### config.mk
export PLATFORM = sky130hd
export DESIGN_NAME = pointer_position_tracker
export DESIGN_NICKNAME = d
export VERILOG_FILES = /design/src/ppt_pkg.sv /design/src/ppt_div.sv /design/src/ppt_seq.sv /design/src/pointer_position_tracker.sv
export VERILOG_INCLUDE_DIRS = /design/src /design/src/src
export SDC_FILE = /design/constraint.sdc
export NUM_CORES = 2
export LEC_CHECK = 0
export BUFFER_PORTS_ARGS = -buffer_cell sky130_fd_sc_hd__buf_2
export CORE_ASPECT_RATIO = 1.5
export CORE_UTILIZATION = 35
export CTS_CLUSTER_SIZE = 24
export DETAILED_ROUTE_END_ITERATION = 16
export GPL_TIMING_DRIVEN = 1
export SLEW_MARGIN = 20
export SYNTH_ARGS = -nofsm -noshare
export SYNTH_HDL_FRONTEND = slang
export SYNTH_HIERARCHICAL = 1
export SYNTH_SLANG_ARGS = --single-unit
### constraint.sdc
create_clock -name clk -period 21 [get_ports clk]
set_input_delay 2.1 -clock clk [delete_from_list [all_inputs] [get_ports clk]]
set_output_delay 2.1 -clock clk [all_outputs]
set_load 0.005 [all_outputs]
### src/pointer_position_tracker_macros.svh
// Assertion macros for the pointer position tracker.
// Used by the top level; expects signals clk and arst_n in scope.
`ifndef POINTER_POSITION_TRACKER_MACROS_SVH
`define POINTER_POSITION_TRACKER_MACROS_SVH
`ifndef ASSERT_OFF
// Check a property on every rising clock edge outside reset.
`define PPT_ASSERT(lbl, prop, msg) \
	lbl: assert property (@(posedge clk) disable iff (!arst_n) prop) else $error(msg);
// Check that a condition never holds outside reset.
`define PPT_ASSERT_NEVER(lbl, cond, msg) \
	lbl: assert property (@(posedge clk) disable iff (!arst_n) !(cond)) else $error(msg);
`else
`define PPT_ASSERT(lbl, prop, msg)
`define PPT_ASSERT_NEVER(lbl, cond, msg)
`endif
`endif

### src/ppt_pkg.sv
// Shared types and constants of the pointer position tracker.
// No dependencies; imported by every module of the block.
package ppt_pkg;

	localparam int DEF_REF_WIDTH = 640;
	localparam int DEF_REF_HEIGHT = 480;
	localparam int DEF_COUNTS_PER_PIXEL = 2;

	localparam int VALUE_W = 32;
	localparam int CANVAS_W = 10;
	localparam int HEIGHT_W = 9;
	localparam int REF_POS_W = 15;
	localparam int REF_SUM_W = REF_POS_W + 3;
	localparam int DELTA_W = 16;
	localparam int QUO_REL_W = DELTA_W + 1;
	localparam int FLAG_W = 8;
	localparam int BUTTON_W = 5;
	localparam int WIN_W = 8;
	localparam int COUNT_W = 8;

	localparam int CFG_INDEX_W = 3;
	localparam int CFG_DATA_W = 32;

	localparam int IN_DATA_W = 88;
	localparam int OUT_DATA_W = 64;

	// Shared multiplier and divider widths
	localparam int MUL_A_W = 32;
	localparam int MUL_B_W = 13;
	localparam int DIV_NUM_W = 42;
	localparam int DIV_DEN_W = 32;
	localparam int DIV_CNT_W = 6;

	// Quotient bits per division kind
	localparam logic [DIV_CNT_W-1:0] DIV_COUNT_FRAC = DIV_CNT_W'(DELTA_W);
	localparam logic [DIV_CNT_W-1:0] DIV_COUNT_SMALL = DIV_CNT_W'(22);
	localparam logic [DIV_CNT_W-1:0] DIV_COUNT_WIDE = DIV_CNT_W'(DIV_NUM_W);

	// Window boundaries of the position encoding
	localparam logic [CANVAS_W-1:0] WIN_LOW_LAST = CANVAS_W'(254);
	localparam logic [CANVAS_W-1:0] WIN_MID_LAST = CANVAS_W'(509);
	localparam logic [CANVAS_W-1:0] WIN_HIGH_LAST = CANVAS_W'(764);

	localparam logic [CANVAS_W-1:0] RST_CANVAS_WIDTH = CANVAS_W'(640);
	localparam logic [HEIGHT_W-1:0] RST_CANVAS_HEIGHT = HEIGHT_W'(480);

	localparam int FLAG_HOVER_BIT = 7;

	typedef enum logic [CFG_INDEX_W-1:0] {
		CFG_CANVAS_WIDTH  = 3'd0,
		CFG_CANVAS_HEIGHT = 3'd1,
		CFG_RELATIVE_MODE = 3'd2,
		CFG_X_LOWER       = 3'd3,
		CFG_X_UPPER       = 3'd4,
		CFG_Y_LOWER       = 3'd5,
		CFG_Y_UPPER       = 3'd6,
		CFG_HAS_IN_RANGE  = 3'd7
	} cfg_index_t;

	// Effective configuration: zero canvas sizes already replaced by one
	typedef struct packed {
		logic [CANVAS_W-1:0] width;
		logic [HEIGHT_W-1:0] height;
		logic                relative;
		logic                has_in_range;
		logic [VALUE_W-1:0]  x_lower;
		logic [VALUE_W-1:0]  x_upper;
		logic [VALUE_W-1:0]  y_lower;
		logic [VALUE_W-1:0]  y_upper;
	} cfg_t;

	typedef struct packed {
		logic                 start;
		logic [DIV_CNT_W-1:0] count;
		logic [DIV_NUM_W-1:0] dividend;
		logic [DIV_DEN_W-1:0] divisor;
	} div_req_t;

	typedef struct packed {
		logic                 done;
		logic [DIV_NUM_W-1:0] quotient;
		logic [DIV_DEN_W-1:0] remainder;
	} div_rsp_t;

	typedef enum logic [1:0] {
		SEQ_IDLE,
		SEQ_SETUP,
		SEQ_DIVIDE,
		SEQ_DELIVER
	} seq_state_t;

	typedef enum logic [2:0] {
		OP_FRAC_X,
		OP_FRAC_Y,
		OP_CANVAS_X,
		OP_CANVAS_Y,
		OP_RESYNC_X,
		OP_RESYNC_Y
	} op_t;

endpackage

### src/ppt_div.sv
// Shared restoring divider of the pointer position tracker, one quotient bit per cycle.
// Depends on ppt_pkg for the request and response structs.
module ppt_div (
	input  logic              clk,
	input  logic              arst_n,
	input  ppt_pkg::div_req_t req,
	output ppt_pkg::div_rsp_t rsp
);
	import ppt_pkg::*;

	logic                 run_q;
	logic                 done_q;
	logic [DIV_CNT_W-1:0] cnt_q;
	logic [DIV_NUM_W-1:0] quo_q;
	logic [DIV_DEN_W-1:0] rem_q;
	logic [DIV_DEN_W-1:0] den_q;
	logic [DIV_DEN_W:0]   rem_sh;
	logic [DIV_DEN_W+1:0] trial;

	assign rem_sh = {rem_q, quo_q[DIV_NUM_W-1]};
	assign trial = {1'b0, rem_sh} - {2'b00, den_q};

	always_ff @(posedge clk or negedge arst_n) begin
		if (!arst_n) begin
			run_q <= 1'b0;
			done_q <= 1'b0;
			cnt_q <= '0;
		end else begin
			done_q <= run_q && (cnt_q == DIV_CNT_W'(1));
			if (req.start) begin
				run_q <= 1'b1;
				cnt_q <= req.count;
			end else if (run_q) begin
				cnt_q <= cnt_q - DIV_CNT_W'(1);
				if (cnt_q == DIV_CNT_W'(1)) begin
					run_q <= 1'b0;
				end
			end
		end
	end

	// Left-align the dividend so that exactly count steps consume it
	always_ff @(posedge clk) begin
		if (req.start) begin
			rem_q <= '0;
			den_q <= req.divisor;
			quo_q <= req.dividend << (DIV_CNT_W'(DIV_NUM_W) - req.count);
		end else if (run_q) begin
			if (trial[DIV_DEN_W+1]) begin
				rem_q <= rem_sh[DIV_DEN_W-1:0];
				quo_q <= {quo_q[DIV_NUM_W-2:0], 1'b0};
			end else begin
				rem_q <= trial[DIV_DEN_W-1:0];
				quo_q <= {quo_q[DIV_NUM_W-2:0], 1'b1};
			end
		end
	end

	assign rsp.done = done_q;
	assign rsp.quotient = quo_q;
	assign rsp.remainder = rem_q;

endmodule

### src/ppt_seq.sv
// Sequencer and position state of the pointer position tracker.
// Depends on ppt_pkg; drives the shared multiplier and the ppt_div divider.
module ppt_seq #(
	parameter int REF_WIDTH = ppt_pkg::DEF_REF_WIDTH,
	parameter int REF_HEIGHT = ppt_pkg::DEF_REF_HEIGHT,
	parameter int COUNTS_PER_PIXEL = ppt_pkg::DEF_COUNTS_PER_PIXEL
) (
	input  logic                               clk,
	input  logic                               arst_n,
	input  logic                               start,
	input  logic signed [ppt_pkg::VALUE_W-1:0] x_value,
	input  logic signed [ppt_pkg::VALUE_W-1:0] y_value,
	input  ppt_pkg::cfg_t                      cfg,
	input  logic                               out_free,
	output logic                               ready,
	output logic                               done,
	output logic [ppt_pkg::CANVAS_W-1:0]       canvas_x,
	output logic [ppt_pkg::CANVAS_W-1:0]       canvas_y,
	output ppt_pkg::div_req_t                  div_req,
	input  ppt_pkg::div_rsp_t                  div_rsp
);
	import ppt_pkg::*;

	localparam int FRAC_W = $clog2(COUNTS_PER_PIXEL) + 1;
	localparam logic [REF_POS_W-1:0] REF_X_LIM = REF_POS_W'(REF_WIDTH - 1);
	localparam logic [REF_POS_W-1:0] REF_Y_LIM = REF_POS_W'(REF_HEIGHT - 1);
	localparam logic [MUL_B_W-1:0] REF_WIDTH_B = MUL_B_W'(REF_WIDTH);

	seq_state_t state_q, state_d;
	op_t        op_q, op_d, op_succ;
	logic       op_last;

	logic signed [VALUE_W-1:0] x_q, y_q;
	logic signed [FRAC_W-1:0]  frac_x_q, frac_y_q;
	logic [REF_POS_W-1:0]      ref_x_q, ref_y_q;
	logic [CANVAS_W-1:0]       canvas_x_q, canvas_y_q;
	logic                      sign_q;

	logic                      is_y;
	logic [VALUE_W-1:0]        raw, lower, upper;
	logic signed [FRAC_W-1:0]  frac_cur;
	logic [REF_POS_W-1:0]      ref_cur, ref_lim;
	logic [CANVAS_W-1:0]       canvas_cur, size_m1;
	logic [VALUE_W:0]          span, diff;
	logic                      span_pos;
	logic [DELTA_W-1:0]        sum16;
	logic [DELTA_W:0]          mag;

	logic [MUL_A_W-1:0]         mul_a;
	logic [MUL_B_W-1:0]         mul_b;
	logic [MUL_A_W+MUL_B_W-1:0] product;
	logic                       use_mul;
	logic [DELTA_W-1:0]         frac_dividend;

	logic [QUO_REL_W-1:0]        quo_rel;
	logic signed [REF_SUM_W-1:0] ref_sum;
	logic [FRAC_W-1:0]           rem_low;

	logic                      load_item, load_sign;
	logic                      wr_ref, wr_frac, wr_canvas;
	logic [REF_POS_W-1:0]      ref_new;
	logic signed [FRAC_W-1:0]  frac_new;
	logic [CANVAS_W-1:0]       canvas_new;

	// Operand selection for the current step
	always_comb begin
		is_y = (op_q == OP_FRAC_Y) || (op_q == OP_CANVAS_Y) || (op_q == OP_RESYNC_Y);
		raw = is_y ? y_q : x_q;
		lower = is_y ? cfg.y_lower : cfg.x_lower;
		upper = is_y ? cfg.y_upper : cfg.x_upper;
		frac_cur = is_y ? frac_y_q : frac_x_q;
		ref_cur = is_y ? ref_y_q : ref_x_q;
		ref_lim = is_y ? REF_Y_LIM : REF_X_LIM;
		canvas_cur = is_y ? canvas_y_q : canvas_x_q;
		size_m1 = (is_y ? CANVAS_W'(cfg.height) : cfg.width) - CANVAS_W'(1);
		span = {upper[VALUE_W-1], upper} - {lower[VALUE_W-1], lower};
		diff = {raw[VALUE_W-1], raw} - {lower[VALUE_W-1], lower};
		span_pos = !span[VALUE_W] && (span != '0);
		sum16 = {{(DELTA_W-FRAC_W){frac_cur[FRAC_W-1]}}, frac_cur} + raw[DELTA_W-1:0];
		mag = sum16[DELTA_W-1] ? ((DELTA_W+1)'(0) - {1'b1, sum16}) : {1'b0, sum16};
		frac_dividend = mag[DELTA_W-1:0];
	end

	// Step successor: relative items run fractions then canvas, absolute ones canvas then resync
	always_comb begin
		op_succ = op_q;
		op_last = 1'b0;
		case (op_q)
			OP_FRAC_X: op_succ = OP_FRAC_Y;
			OP_FRAC_Y: op_succ = OP_CANVAS_X;
			OP_CANVAS_X: op_succ = OP_CANVAS_Y;
			OP_CANVAS_Y: begin
				op_succ = OP_RESYNC_X;
				op_last = cfg.relative;
			end
			OP_RESYNC_X: op_succ = OP_RESYNC_Y;
			default: op_last = 1'b1;
		endcase
	end

	// Writeback values from the divider result
	always_comb begin
		quo_rel = sign_q ? (QUO_REL_W'(0) - div_rsp.quotient[QUO_REL_W-1:0])
			: div_rsp.quotient[QUO_REL_W-1:0];
		ref_sum = $signed({3'b000, ref_cur}) + $signed({quo_rel[QUO_REL_W-1], quo_rel});
		rem_low = div_rsp.remainder[FRAC_W-1:0];
	end

	assign product = mul_a * mul_b;

	always_comb begin
		state_d = state_q;
		op_d = op_q;
		ready = 1'b0;
		done = 1'b0;
		load_item = 1'b0;
		load_sign = 1'b0;
		use_mul = 1'b0;
		mul_a = '0;
		mul_b = '0;
		div_req.start = 1'b0;
		div_req.count = DIV_COUNT_SMALL;
		div_req.divisor = DIV_DEN_W'(cfg.width);
		wr_ref = 1'b0;
		wr_frac = 1'b0;
		wr_canvas = 1'b0;
		ref_new = ref_cur;
		frac_new = '0;
		canvas_new = canvas_cur;
		unique case (state_q)
			SEQ_IDLE: begin
				ready = 1'b1;
				if (start) begin
					load_item = 1'b1;
					op_d = cfg.relative ? OP_FRAC_X : OP_CANVAS_X;
					state_d = SEQ_SETUP;
				end
			end
			SEQ_SETUP: begin
				state_d = SEQ_DIVIDE;
				case (op_q) inside
					OP_FRAC_X, OP_FRAC_Y: begin
						load_sign = 1'b1;
						div_req.start = 1'b1;
						div_req.count = DIV_COUNT_FRAC;
						div_req.divisor = DIV_DEN_W'(COUNTS_PER_PIXEL);
					end
					OP_CANVAS_X, OP_CANVAS_Y: begin
						if (cfg.relative) begin
							use_mul = 1'b1;
							mul_a = MUL_A_W'(ref_cur);
							mul_b = MUL_B_W'(cfg.width);
							div_req.start = 1'b1;
							div_req.divisor = DIV_DEN_W'(REF_WIDTH);
						end else if (!span_pos) begin
							// Degenerate axis: keep the old position, clamped
							wr_canvas = 1'b1;
							canvas_new = (canvas_cur > size_m1) ? size_m1 : canvas_cur;
						end else if (diff[VALUE_W]) begin
							// Below the lower bound: the quotient saturates at zero
							wr_canvas = 1'b1;
							canvas_new = '0;
						end else begin
							use_mul = 1'b1;
							mul_a = diff[VALUE_W-1:0];
							mul_b = MUL_B_W'(size_m1);
							div_req.start = 1'b1;
							div_req.count = DIV_COUNT_WIDE;
							div_req.divisor = span[DIV_DEN_W-1:0];
						end
					end
					default: begin
						use_mul = 1'b1;
						mul_a = MUL_A_W'(canvas_cur);
						mul_b = REF_WIDTH_B;
						div_req.start = 1'b1;
					end
				endcase
				if (!div_req.start) begin
					op_d = op_succ;
					state_d = op_last ? SEQ_DELIVER : SEQ_SETUP;
				end
			end
			SEQ_DIVIDE: begin
				if (div_rsp.done) begin
					op_d = op_succ;
					state_d = op_last ? SEQ_DELIVER : SEQ_SETUP;
					case (op_q) inside
						OP_FRAC_X, OP_FRAC_Y: begin
							wr_ref = 1'b1;
							wr_frac = 1'b1;
							frac_new = sign_q ? (FRAC_W'(0) - rem_low) : rem_low;
							if (ref_sum < 0) begin
								ref_new = '0;
							end else if (ref_sum > $signed({3'b000, ref_lim})) begin
								ref_new = ref_lim;
							end else begin
								ref_new = ref_sum[REF_POS_W-1:0];
							end
						end
						OP_CANVAS_X, OP_CANVAS_Y: begin
							wr_canvas = 1'b1;
							canvas_new = (div_rsp.quotient > DIV_NUM_W'(size_m1)) ? size_m1
								: div_rsp.quotient[CANVAS_W-1:0];
						end
						default: begin
							wr_ref = 1'b1;
							wr_frac = 1'b1;
							frac_new = '0;
							ref_new = (|div_rsp.quotient[DIV_NUM_W-1:REF_POS_W]) ? '1
								: div_rsp.quotient[REF_POS_W-1:0];
						end
					endcase
				end
			end
			SEQ_DELIVER: begin
				if (out_free) begin
					done = 1'b1;
					state_d = SEQ_IDLE;
				end
			end
			default: state_d = SEQ_IDLE;
		endcase
		div_req.dividend = use_mul ? product[DIV_NUM_W-1:0] : DIV_NUM_W'(frac_dividend);
	end

	always_ff @(posedge clk or negedge arst_n) begin
		if (!arst_n) begin
			state_q <= SEQ_IDLE;
			op_q <= OP_FRAC_X;
		end else begin
			state_q <= state_d;
			op_q <= op_d;
		end
	end

	always_ff @(posedge clk or negedge arst_n) begin
		if (!arst_n) begin
			frac_x_q <= '0;
			frac_y_q <= '0;
			ref_x_q <= '0;
			ref_y_q <= '0;
			canvas_x_q <= '0;
			canvas_y_q <= '0;
		end else begin
			if (wr_frac) begin
				if (is_y) frac_y_q <= frac_new;
				else frac_x_q <= frac_new;
			end
			if (wr_ref) begin
				if (is_y) ref_y_q <= ref_new;
				else ref_x_q <= ref_new;
			end
			if (wr_canvas) begin
				if (is_y) canvas_y_q <= canvas_new;
				else canvas_x_q <= canvas_new;
			end
		end
	end

	always_ff @(posedge clk) begin
		if (load_item) begin
			x_q <= x_value;
			y_q <= y_value;
		end
		if (load_sign) begin
			sign_q <= sum16[DELTA_W-1];
		end
	end

	assign canvas_x = canvas_x_q;
	assign canvas_y = canvas_y_q;

endmodule

### src/pointer_position_tracker.sv
// Pointer position tracker top level: configuration registers, stream ports, result encoding.
// Depends on ppt_pkg, ppt_div, ppt_seq and pointer_position_tracker_macros.svh.
//
// Usage: one pointer report is a transfer on the s_ group; one result follows on the m_ group.
// Configuration registers are written over cfg_we/cfg_index/cfg_wdata; the user must write them
// only while the block is idle, since the block itself does not enforce this. Each report
// runs through a sequencer that reuses one multiplier and one restoring divider (one
// quotient bit per cycle). A relative item runs two fraction and two canvas divisions, an
// absolute item two canvas and two resync divisions; a degenerate or below-range axis skips
// its canvas division. s_tready is low for the whole item.
// Results land in an output register, so s_tready rises again while a result waits on m_tready.
// When the receiver stalls, a finished item holds in the sequencer until the output register
// frees; nothing is dropped or overwritten.
// Reset clears the configuration to its defaults (640 x 480 canvas, relative mode), the
// position, fraction and counter state, and empties the output register.
`include "pointer_position_tracker_macros.svh"

module pointer_position_tracker #(
	parameter int REF_WIDTH = ppt_pkg::DEF_REF_WIDTH,
	parameter int REF_HEIGHT = ppt_pkg::DEF_REF_HEIGHT,
	parameter int COUNTS_PER_PIXEL = ppt_pkg::DEF_COUNTS_PER_PIXEL
) (
	input  logic                                clk,
	input  logic                                arst_n,
	// s_tdata, lowest bit up: x_value[31:0], y_value[31:0], button_bits[4:0], tip_down,
	// in_range, wheel_delta[7:0], pan_delta[7:0], one zero pad bit
	input  logic                                s_tvalid,
	output logic                                s_tready,
	input  logic [ppt_pkg::IN_DATA_W-1:0]       s_tdata,
	// m_tdata, lowest bit up: contact_flags, x_window_low, x_window_mid, x_window_high,
	// y_window_low, y_window_high, wheel_count, pan_count, eight bits each
	output logic                                m_tvalid,
	input  logic                                m_tready,
	output logic [ppt_pkg::OUT_DATA_W-1:0]      m_tdata,
	input  logic                                cfg_we,
	input  logic [ppt_pkg::CFG_INDEX_W-1:0]     cfg_index,
	input  logic [ppt_pkg::CFG_DATA_W-1:0]      cfg_wdata
);
	import ppt_pkg::*;

	// Configuration registers
	logic [CANVAS_W-1:0] canvas_width_q;
	logic [HEIGHT_W-1:0] canvas_height_q;
	logic                relative_mode_q;
	logic [VALUE_W-1:0]  x_lower_q, x_upper_q, y_lower_q, y_upper_q;
	logic                has_in_range_q;
	cfg_t                cfg_eff;

	// Report fields held for the result
	logic [BUTTON_W-1:0] buttons_q;
	logic                tip_q;
	logic                in_range_q;
	logic [COUNT_W-1:0]  wheel_delta_q, pan_delta_q;

	// Running counters and output register
	logic [COUNT_W-1:0]    wheel_total_q, pan_total_q;
	logic [COUNT_W-1:0]    wheel_next, pan_next;
	logic                  m_tvalid_q;
	logic [OUT_DATA_W-1:0] m_tdata_q;

	logic                  in_xfer, out_free;
	logic                  core_ready, core_done;
	logic [CANVAS_W-1:0]   canvas_x, canvas_y;
	logic [CANVAS_W-1:0]   x_clip, y_clip;
	logic [FLAG_W-1:0]     flags;
	logic                  hover;
	logic [WIN_W-1:0]      x_win_low, x_win_mid, x_win_high, y_win_low, y_win_high;
	div_req_t              div_req;
	div_rsp_t              div_rsp;

	assign in_xfer = s_tvalid && s_tready;
	assign out_free = !m_tvalid_q || m_tready;
	assign s_tready = core_ready;

	// Register writes; a zero canvas size acts as one
	always_ff @(posedge clk or negedge arst_n) begin
		if (!arst_n) begin
			canvas_width_q <= RST_CANVAS_WIDTH;
			canvas_height_q <= RST_CANVAS_HEIGHT;
			relative_mode_q <= 1'b1;
			x_lower_q <= '0;
			x_upper_q <= '0;
			y_lower_q <= '0;
			y_upper_q <= '0;
			has_in_range_q <= 1'b0;
		end else if (cfg_we) begin
			unique case (cfg_index_t'(cfg_index))
				CFG_CANVAS_WIDTH: canvas_width_q <= cfg_wdata[CANVAS_W-1:0];
				CFG_CANVAS_HEIGHT: canvas_height_q <= cfg_wdata[HEIGHT_W-1:0];
				CFG_RELATIVE_MODE: relative_mode_q <= cfg_wdata[0];
				CFG_X_LOWER: x_lower_q <= cfg_wdata[VALUE_W-1:0];
				CFG_X_UPPER: x_upper_q <= cfg_wdata[VALUE_W-1:0];
				CFG_Y_LOWER: y_lower_q <= cfg_wdata[VALUE_W-1:0];
				CFG_Y_UPPER: y_upper_q <= cfg_wdata[VALUE_W-1:0];
				CFG_HAS_IN_RANGE: has_in_range_q <= cfg_wdata[0];
				default: ;
			endcase
		end
	end

	always_comb begin
		cfg_eff.width = (canvas_width_q == '0) ? CANVAS_W'(1) : canvas_width_q;
		cfg_eff.height = (canvas_height_q == '0) ? HEIGHT_W'(1) : canvas_height_q;
		cfg_eff.relative = relative_mode_q;
		cfg_eff.has_in_range = has_in_range_q;
		cfg_eff.x_lower = x_lower_q;
		cfg_eff.x_upper = x_upper_q;
		cfg_eff.y_lower = y_lower_q;
		cfg_eff.y_upper = y_upper_q;
	end

	// Capture the side fields of a report on its transfer
	always_ff @(posedge clk) begin
		if (in_xfer) begin
			buttons_q <= s_tdata[68:64];
			tip_q <= s_tdata[69];
			in_range_q <= s_tdata[70];
			wheel_delta_q <= s_tdata[78:71];
			pan_delta_q <= s_tdata[86:79];
		end
	end

	ppt_div u_div (
		.clk    (clk),
		.arst_n (arst_n),
		.req    (div_req),
		.rsp    (div_rsp)
	);

	ppt_seq #(
		.REF_WIDTH        (REF_WIDTH),
		.REF_HEIGHT       (REF_HEIGHT),
		.COUNTS_PER_PIXEL (COUNTS_PER_PIXEL)
	) u_seq (
		.clk      (clk),
		.arst_n   (arst_n),
		.start    (in_xfer),
		.x_value  (s_tdata[31:0]),
		.y_value  (s_tdata[63:32]),
		.cfg      (cfg_eff),
		.out_free (out_free),
		.ready    (core_ready),
		.done     (core_done),
		.canvas_x (canvas_x),
		.canvas_y (canvas_y),
		.div_req  (div_req),
		.div_rsp  (div_rsp)
	);

	// Result encoding: hover is forced in relative mode, else taken from the pen
	// when the device reports it; positions are split into byte-sized windows
	always_comb begin
		hover = relative_mode_q || (has_in_range_q && in_range_q);
		flags = {hover, 2'b00, buttons_q[BUTTON_W-1:1], buttons_q[0] | tip_q};
		wheel_next = wheel_total_q + wheel_delta_q;
		pan_next = pan_total_q + pan_delta_q;
		x_clip = (canvas_x > WIN_HIGH_LAST) ? WIN_HIGH_LAST : canvas_x;
		y_clip = (canvas_y > WIN_MID_LAST) ? WIN_MID_LAST : canvas_y;
		x_win_low = (x_clip <= WIN_LOW_LAST) ? WIN_W'(x_clip + CANVAS_W'(1)) : '0;
		x_win_mid = (x_clip > WIN_LOW_LAST && x_clip <= WIN_MID_LAST)
			? WIN_W'(x_clip - WIN_LOW_LAST) : '0;
		x_win_high = (x_clip > WIN_MID_LAST) ? WIN_W'(x_clip - WIN_MID_LAST) : '0;
		y_win_low = (y_clip <= WIN_LOW_LAST) ? WIN_W'(y_clip + CANVAS_W'(1)) : '0;
		y_win_high = (y_clip > WIN_LOW_LAST) ? WIN_W'(y_clip - WIN_LOW_LAST) : '0;
	end

	// Advance the counters and load the output register when the item completes
	always_ff @(posedge clk or negedge arst_n) begin
		if (!arst_n) begin
			wheel_total_q <= '0;
			pan_total_q <= '0;
			m_tvalid_q <= 1'b0;
		end else begin
			if (core_done) begin
				wheel_total_q <= wheel_next;
				pan_total_q <= pan_next;
				m_tvalid_q <= 1'b1;
			end else if (m_tready) begin
				m_tvalid_q <= 1'b0;
			end
		end
	end

	always_ff @(posedge clk) begin
		if (core_done) begin
			m_tdata_q <= {pan_next, wheel_next, y_win_high, y_win_low,
				x_win_high, x_win_mid, x_win_low, flags};
		end
	end

	assign m_tvalid = m_tvalid_q;
	assign m_tdata = m_tdata_q;

	// A finished item must never overwrite a result that is still waiting
	`PPT_ASSERT(a_no_overwrite, core_done |-> (!m_tvalid_q || m_tready), "result overwritten")
	// An accepted report keeps the block busy for at least the next cycle
	`PPT_ASSERT(a_busy_after_xfer, in_xfer |=> !s_tready, "ready right after a transfer")
	// Delivered positions lie on the canvas
	`PPT_ASSERT(a_on_canvas, core_done |-> (canvas_x < cfg_eff.width && canvas_y < CANVAS_W'(cfg_eff.height)), "position off canvas")
	// The output register fills only from a completed item
	`PPT_ASSERT(a_valid_source, $rose(m_tvalid_q) |-> $past(core_done), "output valid without a result")

endmodule

; After elaboration in Yosys (flattened, before gate mapping)
; Cells that the tools add are included.
[totals]
ff_bits = 489
inputBits = 128
elab_cells = 251
[classes]
n_lt_le_gt_ge = 12
add_sub_neg = 18
n_reduce_logical = 39
shift = 1
eq_ne = 20
n_bitwise = 5
multipliers = 1
n_mux = 115
[ops]
columns = operator, count
row1 = $mux W32, 10
row2 = $mux W10, 23
row3 = $mux W42, 3
row4 = $mux W15, 8
row5 = $sub A32 B32 Y33, 2
row6 = $mux W13, 5
row7 = $gt A42 B10 Y1, 1
row8 = $mul A32 B13 Y42, 1
row9 = $shl A42 B6 Y42, 1
row10 = $mux W1, 35
row11 = $sub A33 B32 Y34, 1
row12 = $reduce_bool A33 Y1, 1
row13 = $mux W6, 5
row14 = $reduce_or A27 Y1, 1
row15 = $reduce_and A2 Y1, 12
row16 = $sub A8 B8 Y8 const B, 3
row17 = $mux W2, 11
row18 = $mux W7, 3
row19 = $gt A10 B8 Y1 const B, 2
row20 = $gt A10 B9 Y1 const B, 2
row21 = $le A10 B8 Y1 const B, 2
row22 = $pmux W10 S2, 1
row23 = $add A16 B17 Y18, 1
row24 = $eq A3 B3 Y1 const B, 6
row25 = other kinds (44), 71

; Logic depth before layout (Yosys ltp)
[depth]
depth_word = 16
mapped_depth = 66
ltp_nobuf = 56

; Modules after synthesis
; The synthesis kept the hierarchy.
[by_module_without_submodules]
columns = module, instances, cells_per_inst, area_each_um2
row1 = ppt_seq, 1, 3250, 25122.8
row2 = pointer_position_tracker, 1, 760, 10717.8
row3 = ppt_div, 1, 937, 8354.3

; Worst setup path after synthesis
; No wires, ideal clock.
[synth_path]
kind = register to register
from = register u_seq.op_q[0]
to = register u_div.quo_q[33] (data pin)
arrival_time_ps = 13284
synth_period_minus_slack_ps = 13554
setup_slack_ps = 7446
path_stages_with_launch = 62
path_cell_list = dfrtp_1 -> buf_4 -> a21boi_4 -> inv_2 -> buf_6 -> buf_4 -> buf_1 -> buf_1 -> clkbuf_1 -> clkbuf_1 -> clkbuf_1 -> clkbuf_1 -> nand2_1 -> nand2_1 -> ha_1 -> inv_1 -> fa_1 -> a21o_1 -> (+26 left out) -> a21oi_1 -> o21ai_0 -> nand2_1 -> o41ai_1 -> o21a_1 -> nor2_1 -> o21ai_0 -> a21o_1 -> a21oi_1 -> xor2_1 -> nor2_1 -> mux4_2 -> mux2i_1 -> nor2_1 -> o21ai_0 -> o311ai_0 -> o21ai_0 -> a21oi_1
[synth_lines]
columns = item, line_no
row1 = from (decl), ppt_seq.sv:30  ; op_t op_q, op_d, op_succ;
row2 = from (signal assigned), ppt_seq.sv:233  ; op_q <= op_d;
row3 = to (signal assigned), ppt_div.sv:47  ; quo_q <= req.dividend << (DIV_CNT_W'(DIV_NUM_W) - req.count);
row4 = to (signal assigned), ppt_div.sv:51  ; quo_q <= {quo_q[DIV_NUM_W-2:0], 1'b0};
row5 = to (signal assigned), ppt_div.sv:54  ; quo_q <= {quo_q[DIV_NUM_W-2:0], 1'b1};
row6 = to (decl), ppt_div.sv:14  ; logic [DIV_NUM_W-1:0] quo_q;

==> key figures <==
Clock network
  – Cts repair resizes: 0
  – Hold buffers post-CTS: 0
  – Num CTS Buffers: 53
  – CTS H-tree lvls: 2
  – Clk Tree Root Cell: clkbuf_16
  – CTS sink cnt: approximately 490
  – Clock Pin Slew Worst Setup and Hold Paths: about 0.06 ns
  – CTS tree: yes
  – Clock Tree Buf Depth: 3
  – Skew-Pair Late Insertion Delay: 0.69 ns
  – Setup Buffers After CTS: 0

Power
  – Flop pwr share: 20.7%
  – Sw frac: 51.6%
  – Clock power share: between 10% and 20%
  – Gate power share: 66.2%
  – P_leak: approximately 22 nW
  – P per Cell Area: about 150 nW/um^2
  – Peak supply drop: approximately 100 uV
  – Cell Int Power: 3.58 mW
  – Total Power: about 7.4 mW
  – Sw Pwr: ~3.8 mW

Worst setup path
  – CP max FO: 59
  – WP data arrival: approximately 16 ns
  – Reg-to-reg critical path startpoint: u_seq/op_q[1]
  – R2R Setup Slk: around 5.6 ns
  – WP buf/inv: 9
  – CP endpoint kind: register
  – Crit-path max cell delay: just under 0.9 ns
  – CP Class: reg -> reg
  – Worst-path cell with the longest stage delay: o21ai_4
  – R2r worst-path depth: just over 50
  – Critical Path RT: ~21 ns
  – Reg-to-Reg End: u_div/quo_q[41]
  – CP delay by family, top: compound AO/OA/AOI/OAI gates
  – Critical Path Source Type: register

Layout
  – Post-route insts no fill: between 6000 and 7000
  – Layout area overhead: 9.51%
  – Share of cells above drive strength 1: 12.4%
  – FF+latch area: between 10000 and 15000 sq um
  – Final core utilization: 38.7%
  – Multi-input gate area: ~28000 sq um
  – Max reg flops: 62
  – Final Net Count: approximately 5700
  – Layout filler cell count: 12600

Placed design
  – Routability cong.: 0.964
  – Post-Place Cells: between 6000 and 7000
  – DPL Wire Length: about 110 mm
  – IO buf count: 190

Drt
  – Final wirelength: around 140 mm
  – DRC: 0
  – Mean number of vias per cell: approximately 5.4
  – DRT Pass-1 Iters: 7
  – ANT nets after route: 0
  – Via count: between 30000 and 40000
  – 1st-iter DRT viols: approximately 2100
  – Wirelength per Cell: a little over 20 microns

Die
  – Core area: ~130000 sq um
  – Chip Width: between 200 and 300 microns
  – Chip Height: ~440 microns
  – Ports: slightly below 200
  – Die area: about 130000 sq um
  – Row cnt: between 150 and 200
  – Starting density of the core: around a third

Yosys
  – Simple-gate share of the synthesized area: ~16%
  – Adder-Cell Fraction of Synth Area: a little under a fifth
  – Synthesis-stage register bit count: just under 500
  – Ys flop type: dfrtp_1
  – Largest family of logic cells by synthesized area: adder cells
  – Cell count after synthesis: approximately 4900
  – Netlist cell types: roughly 110
  – Mean Syn Cell Area: 8.93 sq um
  – Yosys warns: 6
  – Netlist Area Pre-Place: between 40000 and 50000 sq um
  – Mux share of post-synthesis cell area: between 8 and 9%
  – Xor and xnor area share after synthesis: between 4 and 5%
  – Synth Area in Compound Gates: between 10 and 15%
  – EDFF count, synth: 224
  – Seq/Total Area, Yosys: about 30%
  – Asr flop ratio synth: between 40% and 50%

Min path
  – WHS Endpoint: m_tdata[1]
  – Worst hold path type: reg -> reg
  – HP Start: buttons_q[1]
  – Hold Path Depth: 0

Global routing
  – Largest net degree at the start of global routing: around 110
  – First-pass GRT wire length: roughly 210 mm
  – Initial antenna violation count: 3
  – Total gr overflow: 0
  – GRT Resource Usage Total: between 20 and 25%
  – Vias in the first global route: approximately 36000

STA
  – Fin Setup TNS: 0 ns
  – Tmin final: around 15 ns
  – Final Max Tran Viols: 0
  – RSZ-0062 raised after global routing: false
  – Worst-Margin Slew: around 1.2 ns
  – Hold Vio Cnt, Final: 0
  – Final Setup Violations: 0
  – Worst slew margin: a little under a fifth
  – Clock Skew: between 0.03 and 0.04 ns
  – FMAX: approximately 0.065 GHz
  – Fin crit share: roughly three quarters

Flow run
  – Max-cap viol count: 0

Status
  – Status: finished clean
## per-layer routing
layer / wire [microns] / vias to the layer above / global-route usage, %
met5: 13 / - / 0
li1: - / 17100 / -
met3: 4800 / 363 / 2.32
met1: 48800 / 17600 / 21.7
met4: 13200 / 2 / 18.2
met2: 70200 / 910 / 39.2
## placed cells by master, fill, tap and decap left out, types with 18 or more instances in the layout
master,n
nand2_1,662
inv_1,516
nor2_1,478
ha_1,277
a21oi_1,268
fa_1,248
dfrtp_1,225
edfxtp_1,224
mux2_2,200
o21ai_0,199
buf_2,189
xnor2_1,122
mux2i_1,104
xor2_1,92
a21o_1,90
nand3_1,84
nor3_1,83
o21a_1,57
buf_4,54
nor2b_1,53
clkbuf_16,53
nand2b_1,52
and2_1,47
a211oi_1,42
a31oi_1,34
nand4_1,33
dfxtp_1,32
o211ai_1,29
o2bb2ai_1,28
o31ai_1,27
and3_1,24
nor4_1,21
or3_1,18
## cell type report
cell class                      count  share of cell area (%)
Sequential cell                   489                    27.3
Timing Repair Buffer              244                    2.82
Inverter                          520                    4.04
Multi-Input combinational cell   3701                    58.0
Clock inverter                     36                   0.757
Antenna cell                        1                 0.00517
Clock buffer                       64                    2.89
Tap cell                         1610                    4.16
## kinds of logic (layout without fill, tap and decap cells)
group / count (synthesis) / in the layout
AO/OA/AOI/OAI: 990 / 990
AND/OR/NAND/NOR: 1632 / 1632
flip-flops: 489 / 489
multiplexers: 326 / 326
adder cells (fa/ha/maj): 529 / 529
buffers and inverters: 758 / 864
other: 2 / 4
XOR/XNOR: 221 / 221
## through the flow
stage          setup WS (ns)  hold slack, ns  cell area (sq um)
2_1_floorplan           7.45           0.400              44200
3_3_place_gp            5.94           0.402              46600
3_5_place_dp            5.83           0.405              46600
4_1_cts                 5.80           0.417              48400
5_1_grt                 4.72           0.418              48400
6_report                5.63           0.413              48400
## cell usage after synthesis, types with 57 or more instances
cell type | number | area share [%]
nor2_1 | 478 | 4.1
mux2_2 | 200 | 5.1
dfrtp_1 | 226 | 13
a21o_1 | 90 | 1.5
o21a_1 | 57 | 0.97
clkbuf_1 | 152 | 1.3
xnor2_1 | 124 | 2.5
o21ai_0 | 200 | 2.3
xor2_1 | 96 | 1.9
a21oi_1 | 269 | 3.0
nor3_1 | 84 | 0.95
ha_1 | 277 | 7.8
mux2i_1 | 104 | 2.4
fa_1 | 248 | 11
nand3_1 | 84 | 0.95
inv_1 | 517 | 4.4
nand2_1 | 662 | 5.6
edfxtp_1 | 224 | 15
## worst max-delay path by stage
stage	end	depth (start not counted)	startpoint	slack, ns
6_report	u_div/quo_q[41]	51	u_seq/op_q[1]	5.63
5_1_grt	u_div/quo_q[37]	51	u_seq/op_q[1]	4.72
4_1_cts	u_div/quo_q[33]	51	u_seq/op_q[1]	5.80
3_5_place_dp	u_div/quo_q[33]	51	u_seq/op_q[1]	5.83
3_3_place_gp	u_div/quo_q[33]	51	u_seq/op_q[1]	5.94
2_1_floorplan	u_div/quo_q[33]	61	u_seq/op_q[0]	7.45
## power by group through the flow
stage          clock network, mW  logic [mW]  registers (mW)
6_report                   0.963        4.89            1.53
4_1_cts                    0.989        4.85            1.52
5_1_grt                     1.02        5.35            1.55
3_3_place_gp                   0        4.78            1.54
3_5_place_dp                   0        4.82            1.54
2_1_floorplan                  0        3.47            1.44
No activity file was read; power rests on OpenSTA's default activity.
